`src/rtl/abms_pkg.sv`:
```
// Shared widths, codes, control types and the sigmoid table of the binned model scorer.
package abms_pkg;

  localparam int MAX_FEATURES    = 16;
  localparam int MAX_BINS        = 32;
  localparam int SIGMOID_ENTRIES = 1024;

  localparam int TABLE_DEPTH = MAX_FEATURES * MAX_BINS;
  localparam int ADDR_W      = $clog2(TABLE_DEPTH);
  localparam int FI_W        = 4;
  localparam int BI_W        = 5;
  localparam int CNT_W       = $clog2(MAX_BINS + 1);
  localparam int POS_W       = 5;
  localparam int VAL_W       = 32;
  localparam int SCORE_W     = 24;
  localparam int LOGIT_W     = 32;
  localparam int PROB_W      = 16;
  localparam int ERR_W       = 2;
  localparam int FCOUNT_W    = 5;
  localparam int ENTRY_W     = 2 * VAL_W + SCORE_W;
  localparam int SIG_IDX_W   = $clog2(SIGMOID_ENTRIES);
  localparam int SIG_PROD_W  = LOGIT_W + 2 + $clog2(SIGMOID_ENTRIES + 1);

  // Logit window of the table is [-8, 8) in Q16.16: offset 8.0, span 2^20.
  localparam int SIG_OFFSET     = 524288;
  localparam int SIG_SPAN_SHIFT = 20;

  // Configuration register indexes
  localparam int CFG_IDX_W = 1;
  localparam logic [CFG_IDX_W-1:0] REG_INTERCEPT     = 1'd0;
  localparam logic [CFG_IDX_W-1:0] REG_FEATURE_COUNT = 1'd1;

  // Item kinds
  localparam logic KIND_LOAD    = 1'b0;
  localparam logic KIND_FEATURE = 1'b1;

  // Error codes
  localparam logic [ERR_W-1:0] ERR_OK       = 2'd0;
  localparam logic [ERR_W-1:0] ERR_MISMATCH = 2'd1;
  localparam logic [ERR_W-1:0] ERR_EMPTY    = 2'd2;

  typedef enum logic [2:0] {
    ST_IDLE,
    ST_SCAN,
    ST_ACCUM,
    ST_INDEX,
    ST_LOOKUP,
    ST_RESULT
  } abms_state_t;

  typedef struct packed {
    logic load_we;
    logic feat_start;
    logic scan_run;
    logic accum;
    logic index;
    logic lookup;
    logic result_load;
  } abms_cmd_t;

  typedef struct packed {
    logic scan_done;
    logic out_free;
  } abms_status_t;

  typedef logic [PROB_W-1:0] sig_rom_t [SIGMOID_ENTRIES];

  // Restoring long division by shift and subtract; table build only.
  function automatic logic [63:0] udiv64(input logic [63:0] num, input logic [63:0] den);
    logic [64:0] rem;
    logic [63:0] quo;
    rem = '0;
    quo = '0;
    for (int k = 63; k >= 0; k--) begin
      rem = {rem[63:0], num[k]};
      if (rem >= {1'b0, den}) begin
        rem    = rem - {1'b0, den};
        quo[k] = 1'b1;
      end
    end
    return quo;
  endfunction

  // Sigmoid at x = -8 + 16*i/N: e^-|x| by a Taylor series at |x|/256, squared
  // eight times, then rounded to Q0.16. Evaluated at elaboration only.
  function automatic logic [PROB_W-1:0] sig_entry(input int i);
    logic [63:0] one;
    logic [63:0] ad;
    logic [63:0] t;
    logic [63:0] u;
    logic [63:0] u2;
    logic [63:0] u3;
    logic [63:0] u4;
    logic [63:0] e;
    logic [63:0] pn;
    logic [63:0] r;
    int d;
    one = 64'd1 << 31;
    d   = 2 * i - SIGMOID_ENTRIES;
    ad  = 64'((d < 0) ? -d : d);
    t   = (ad << 34) >> SIG_IDX_W;
    u   = t >> 8;
    u2  = (u * u) >> 31;
    u3  = (u2 * u) >> 31;
    u4  = (u3 * u) >> 31;
    e   = (one + (u2 >> 1) + udiv64(u4, 64'd24)) - (u + udiv64(u3, 64'd6));
    for (int k = 0; k < 8; k++) begin
      e = (e * e) >> 31;
    end
    pn = udiv64((e << 16) + ((one + e) >> 1), one + e);
    if (d < 0) begin
      return pn[PROB_W-1:0];
    end
    r = 64'd65536 - pn;
    return (r > 64'd65535) ? {PROB_W{1'b1}} : r[PROB_W-1:0];
  endfunction

  function automatic sig_rom_t build_sig_rom();
    sig_rom_t rom;
    for (int i = 0; i < SIGMOID_ENTRIES; i++) begin
      rom[i] = sig_entry(i);
    end
    return rom;
  endfunction

  localparam sig_rom_t SIG_ROM = build_sig_rom();

endpackage

```
`src/rtl/abms_ctrl.sv`:
```
// Sequencer of the binned model scorer: load, scan, accumulate, look up, deliver.
module abms_ctrl
  import abms_pkg::*;
(
  input  logic         clk,
  input  logic         rst,
  input  logic         item_valid,
  input  logic         item_kind,
  input  abms_status_t status,
  output abms_cmd_t    cmd,
  output logic         item_stall
);

  abms_state_t state;
  abms_state_t state_next;

  always_ff @(posedge clk) begin
    if (rst) begin
      state <= ST_IDLE;
    end else begin
      state <= state_next;
    end
  end

  always_comb begin
    state_next = state;
    case (state)
      ST_IDLE: begin
        if (item_valid && item_kind == KIND_FEATURE) begin
          state_next = ST_SCAN;
        end
      end
      ST_SCAN: begin
        if (status.scan_done) begin
          state_next = ST_ACCUM;
        end
      end
      ST_ACCUM:  state_next = ST_INDEX;
      ST_INDEX:  state_next = ST_LOOKUP;
      ST_LOOKUP: state_next = ST_RESULT;
      ST_RESULT: begin
        if (status.out_free) begin
          state_next = ST_IDLE;
        end
      end
      default: state_next = ST_IDLE;
    endcase
  end

  always_comb begin
    cmd        = '0;
    item_stall = 1'b1;
    case (state)
      ST_IDLE: begin
        item_stall     = 1'b0;
        cmd.load_we    = item_valid && item_kind == KIND_LOAD;
        cmd.feat_start = item_valid && item_kind == KIND_FEATURE;
      end
      ST_SCAN:   cmd.scan_run    = 1'b1;
      ST_ACCUM:  cmd.accum       = 1'b1;
      ST_INDEX:  cmd.index       = 1'b1;
      ST_LOOKUP: cmd.lookup      = 1'b1;
      ST_RESULT: cmd.result_load = status.out_free;
      default: begin
        cmd        = '0;
        item_stall = 1'b1;
      end
    endcase
  end

endmodule

```
`config.mk`:
```
export PLATFORM = sky130hd
export DESIGN_NAME = abms_ctrl
export DESIGN_NICKNAME = d
export VERILOG_FILES = /design/src/rtl/abms_pkg.sv /design/src/rtl/abms_ctrl.sv
export SDC_FILE = /design/constraint.sdc
export NUM_CORES = 1
export LEC_CHECK = 0
export BUFFER_PORTS_ARGS = -buffer_cell sky130_fd_sc_hd__buf_2
export CAP_MARGIN = 30
export CORE_AREA = 2 2 39 41
export CTS_CLUSTER_SIZE = 16
export DETAILED_ROUTE_END_ITERATION = 6
export DIE_AREA = 0 0 41 43
export SETUP_SLACK_MARGIN = 0.02
export SYNTH_ARGS = -nofsm -noshare
export SYNTH_HDL_FRONTEND = slang
export SYNTH_SLANG_ARGS = --single-unit
```
`constraint.sdc`:
```
create_clock -name clk -period 2.7 [get_ports clk]
set_input_delay 0.135 -clock clk [delete_from_list [all_inputs] [get_ports clk]]
set_output_delay 0.135 -clock clk [all_outputs]
set_load 0.02 [all_outputs]
```
# Yosys cells after proc, flatten, opt, wreduce, memory -nomap -nowiden
# Cells that the tools add are included.
[word_totals] regBits=3 output_inout_bits=8
[classes] eq_ne=8 mux=11 n_bitwise=1 n_reduce_logical=4
[op_table] op="3-bit case mux with 6 select lines" count=1
[op_table] op="3-bit two-way mux" count=3
[op_table] op="3-bit by 2-bit == test with 1-bit output, second input constant" count=2
[op_table] op="3-bit == test, second input constant" count=2
[op_table] op="1-bit two-way mux" count=6
[op_table] op="2-bit inequality test, second input constant" count=3
[op_table] op="3-bit by 1-bit == test with 1-bit output, second input constant" count=1
[op_table] op="3-bit logical NOT" count=1
[op_table] op="3-bit AND reduction" count=1
[op_table] op="1-bit logical AND" count=2
[op_table] op="2-bit two-way mux" count=1
[op_table] op="1-bit NOT" count=1

# Depth between registers and ports, before layout
# Gate-level depths: netlist (run 1).
[depth] depth_word=3 depth_mapped=3

# Worst setup path before layout (run 1)
# OpenSTA, ideal clock, no wires.
[synth_timing] kind="register -> output" startpoint="register state[1]" endpoint="output cmd[6] (netlist bit)" t_arrival_ps=1331 slack_ps=1234 stages_incl_launch_ff=3 n_path_buf=0 path_cell_list="dfxtp_1 or3_4 nor3b_1"
[synth_lines] item="start, declared" line_no="abms_ctrl.sv:14" text="abms_state_t state;"
[synth_lines] item="start signal, assigned" line_no="abms_ctrl.sv:21" text="state <= state_next;"
[synth_lines] item="end, declared" line_no="abms_ctrl.sv:10" text="output abms_cmd_t cmd,"

==> results of run 1 <==
[per-layer routing]
layer	global-route usage	up-vias	wire length, um
met4	0	0	0
met2	0.0594	12	165
met5	0	-	0
li1	-	126	-
met1	0.0705	98	222
met3	0.0785	0	71
[area by class of cell]
| class | count | area share |
|---|---|---|
| Clock buffer | 4 | 0.0847 |
| Inverter | 2 | 0.0242 |
| Multi-Input combinational cell | 20 | 0.423 |
| Sequential cell | 3 | 0.194 |
| Tap cell | 16 | 0.0645 |
| Timing Repair Buffer | 13 | 0.210 |
[through the flow]
| step | setup WS (ps) | hold slack, ps | utilization | power (mW) |
|---|---|---|---|---|
| after CTS | 1190 | 84.2 | 0.224 | 0.181 |
| after global placement | 1460 | 336 | 0.205 | 0.0993 |
| after global routing | 1100 | 101 | 0.224 | 0.191 |
| after detailed placement | 1450 | 334 | 0.205 | 0.0993 |
| final | 1190 | 92.4 | 0.224 | 0.176 |
| after floorplan | 1230 | 208 | - | 0.0837 |
[cells by family after synthesis]
logic type      count (synthesis)  synth area share
compound gates                  7             0.283
buf+inv                         2            0.0377
flops                           3             0.302
simple gates                   13             0.377
[worst max-delay path, delay by kind of cell (launching register included)]
kind	cells	cell delay [ps]
and+or+nand+nor	2	590
buffers and inverters	1	190
DFF	1	360
[where the power goes]
part / internal (mW) / leakage, nW / switching [mW]
clock network: 0.0553 / 0.0150 / 0.0226
logic: 0.0198 / 0.108 / 0.0246
registers: 0.0479 / 0.0245 / 0.00615
total: 0.123 / 0.147 / 0.0533
[placed cells by master (no fill, tap or decap), drive strengths merged]
cell     count
a211oi       2
a2111oi      1
or3          1
buf         13
nor2         3
o21ba        1
and3         1
nor3         1
dfxtp        3
o21ai        1
nand2b       2
nand2        2
or2          1
nor3b        2
o21a         1
clkbuf       4
inv          2
a21oi        1
[worst max path at each step]
stage,start,cells after the start,to
after CTS,state[1],3,cmd[6]
final,state[1],3,cmd[6]
after global routing,state[1],3,cmd[6]
after global placement,state[1],3,cmd[6]
after detailed placement,state[1],3,cmd[6]
after floorplan,state[1],2,cmd[6]
==> flow_summary.json, run 1 <==
{
  "worst-endpoint-arrival_ps": 1370,
  "dp_cells": 54,
  "gp_congestion": 0.691,
  "synth_area_um2": 199,
  "drt_iter0_markers": 4,
  "synth_edf_count": 0,
  "post_drt_wl_per_cell_um": 7.91,
  "io_pins": 14,
  "largest_reg_flops": 3,
  "nFillCells": 158,
  "grt_pass1_vias": 166,
  "drive_above_1_share": 0.452,
  "fin_cells": 58,
  "min-delay-start": "rst",
  "cp-end-kind": "primary output",
  "grt_pass1_wl_um": 614,
  "fin_tns_setup_ps": 0,
  "slew_headroom": 0.807,
  "fin_skew_ps": 1.06,
  "seqCellArea_um2": 60.1,
  "hold_buffers": 0,
  "holdPathStages": 2,
  "fin_crit_sh": 0.558,
  "core_um2": 1380,
  "insertion_delay_ps": 230,
  "r2r_cells": 3,
  "cpPeakStageDelay_ps": 420,
  "worstMarginPinSlew_ps": 289,
  "multiInputGateArea_um2": 131,
  "crit_chain": "or3_4, nor3b_1, buf_2",
  "hold_viol": 0,
  "antenna_found_initial": 0,
  "placementRows": 14,
  "hold_class": "in -> reg",
  "synth_top_area_cell": "dfxtp_1",
  "top_register": "state",
  "htreeDepth": 1,
  "die_y_um": 43,
  "clock_path_buffers": 2,
  "cts_tree": "built",
  "cts.clk_slew.worst_paths_ps": 40,
  "min_period_ps": 1510,
  "crit_required_ps": 2570,
  "crit_path_start_kind": "flip-flop",
  "numCtsBuffers": 3,
  "final_cell_area_um2": 310,
  "cts_resized": 0,
  "via_count": 236,
  "async_flop_share": 0,
  "grt_max_degree": 10,
  "drtPass1Iterations": 2,
  "dieArea_um2": 1760,
  "ir_drop_mv": 0.227,
  "crit_slowest_cell": "or3_4",
  "min_to": "state[1]",
  "crit_path_max_fanout": 8,
  "syn_nets": 31,
  "yosys-top-cells-count": "dfxtp_1 (3), nor2_1 (3)",
  "synth_ff_type": "dfxtp_1",
  "syn2layout_area_growth_pct": 56.0,
  "synthCells": 25,
  "avgViaCountPerCell": 4.07,
  "track_usage": 0.0562,
  "maxCapViolCount": 0,
  "ys_ff_latch": 3,
  "ys_top_cells_by_area": "dfxtp_1 (30%), a211oi_1 (7.5%), nor3b_1 (7.5%), nand2b_1 (6.3%), nor2_1 (5.7%)",
  "rsz0062_at_grt": "false",
  "yosysTopAreaCellShare": 0.302,
  "slew_violations": 0,
  "synth_area_per_cell_um2": 7.96,
  "start_util": 0.144,
  "wirelength_um": 459,
  "outcome": "finished, final reports clean",
  "grt_overflow": 0,
  "dpl_cell_area_um2": 284,
  "ys_types": 16,
  "die_x_um": 41,
  "post_cts_buffers": 0,
  "ys_seq_area_frac": 0.302,
  "timing.reg2reg.setup_slack_ps": 1580,
  "rr_endpoint": "state[0]",
  "top_regs": "state x3",
  "leakagePower_nw": 0.147,
  "reg2reg_from": "state[0]",
  "cts.sinks": 3,
  "fmax_mhz": 663,
  "cts_root_buf": "clkbuf_4",
  "crit_type": "reg -> out",
  "drc": 0,
  "ant_nets": 0,
  "power_density_nw_per_um2": 568,
  "n_antenna_cell": 0,
  "port_buffers": 13,
  "yosysWarnings": 0,
  "nNetsFinal": 49,
  "report.final.setup_viol": 0
}
Power figures use the tool's default switching activity.
==> run 2: changes to the inputs <==
- clock period: 2.7 -> 1.6 ns (I/O delays scaled with it)
==> run 2 against run 1 <==
Die area unchanged. Combinational power increased by 69%. Core utilization unchanged. Critical endpoint unchanged. Highest routed layer unchanged.
==> flow_summary.json, run 2 (synthesis gave the netlist of run 1 again) <==
{
  "min_period_ps": 1450,
  "cts.clk_slew.worst_paths_ps": 40,
  "drtPass1Iterations": 3,
  "leakagePower_nw": 0.147,
  "crit_path_start_kind": "flip-flop",
  "hold_viol": 0,
  "ir_drop_mv": 0.381,
  "clockPowerShare": 0.440,
  "outcome": "finished, final reports clean",
  "cp-end-kind": "primary output",
  "via_count": 235,
  "crit_type": "reg -> out",
  "holdPathStages": 2,
  "insertion_delay_ps": 230,
  "numCtsBuffers": 3,
  "worst-endpoint-arrival_ps": 1370,
  "post_drt_wl_per_cell_um": 7.91,
  "r2r_cells": 3,
  "cts.sinks": 3,
  "slew_headroom": 0.809,
  "rsz0062_at_grt": "false",
  "worstMarginPinSlew_ps": 286,
  "io_pins": 14,
  "track_usage": 0.0562,
  "top_layer": "met3",
  "dpl_cell_area_um2": 284,
  "p_seq_frac": 0.307,
  "wirelength_um": 459,
  "top_register": "state",
  "ant_nets": 0,
  "fin_crit_sh": 0.907,
  "slew_violations": 0,
  "top_regs": "state x3",
  "p_sw_frac": 0.301,
  "gp_congestion": 0.690,
  "fin_skew_ps": 0.0208,
  "route.met2.wl_um": 157,
  "grt_pass1_vias": 171,
  "hold_class": "in -> reg",
  "drc": 0,
  "fin_tns_setup_ps": 0,
  "dieArea_um2": 1760,
  "cts_tree": "built",
  "core_um2": 1380,
  "grt_overflow": 0,
  "report.final.setup_viol": 0,
  "clock_path_buffers": 2,
  "n_antenna_cell": 0,
  "die_y_um": 43,
  "pwr-share-comb": 0.253,
  "wl_met1_um": 224,
  "port_buffers": 13,
  "grt_max_degree": 10,
  "place_hpwl_um": 358,
  "final_cell_area_um2": 310,
  "cts_root_buf": "clkbuf_4",
  "final_cell_mix": "buf_2 (13), nor2_1 (3), clkbuf_4 (3), dfxtp_1 (3)",
  "wl_met3_um": 78,
  "crit_required_ps": 1520,
  "avgViaCountPerCell": 4.05,
  "start_util": 0.144,
  "syn2layout_area_growth_pct": 56.0,
  "p_int_mw": 0.208,
  "p_switching_mw": 0.0893,
  "drt_iter0_markers": 4,
  "grt_pass1_wl_um": 607,
  "die_x_um": 41,
  "nNetsFinal": 49,
  "maxCapViolCount": 0,
  "antenna_found_initial": 0,
  "crit_path_max_fanout": 8,
  "largest_reg_flops": 3,
  "cts_resized": 0,
  "drive_above_1_share": 0.452,
  "placementRows": 14,
  "power_density_nw_per_um2": 957,
  "post_cts_buffers": 0,
  "hold_buffers": 0,
  "layout_commonest_cell": "buf_2",
  "fmax_mhz": 689,
  "htreeDepth": 1
}
-- run 2: layout make-up --
type	instances	area, um2
Clock buffer	4	26.3
Fill cell	154	1070
Inverter	2	7.51
Multi-Input combinational cell	20	131
Sequential cell	3	60.1
Tap cell	16	20.0
Timing Repair Buffer	13	65.1
-- run 2: path summary, 6_finish.rpt --
path | slack (ps) | to | startpoint
worst max-delay path | 150 | cmd[6] | state[1]
worst max register to register | 490 | state[0] | state[0]
worst min-delay path | 40 | state[1] | rst
worst min register to register | 560 | state[1] | state[1]
-- run 2: routing by layer --
layer,vias up,track usage
met4,0,0
met5,-,0
li1,125,-
met3,0,0.0785
met2,12,0.0656
met1,98,0.0641
-- run 2: worst max-delay path: stages, from the launching register on --
cell     delay [ps]
dfxtp_1         360
or3_4           420
nor3b_1         170
buf_2           190
-- run 2: through the flow --
stage | utilization | setup WS [ps] | power, mW | hold slack, ps | instances
2_1_floorplan | - | 189 | 0.141 | 153 | 25
3_3_place_gp | 0.205 | 412 | 0.168 | 282 | 54
3_5_place_dp | 0.205 | 401 | 0.168 | 283 | 54
4_1_cts | 0.224 | 138 | 0.306 | 33.5 | 58
5_1_grt | 0.224 | 52.5 | 0.322 | 53.9 | 58
6_report | 0.224 | 148 | 0.297 | 42.4 | 58
-- run 2: power by group through the flow --
stage | sequential, mW | combinational (mW) | clock, mW
2_1_floorplan | 0.0899 | 0.0515 | 0
3_3_place_gp | 0.0915 | 0.0761 | 0
3_5_place_dp | 0.0921 | 0.0758 | 0
4_1_cts | 0.0910 | 0.0761 | 0.139
5_1_grt | 0.0929 | 0.0833 | 0.146
6_report | 0.0911 | 0.0750 | 0.131
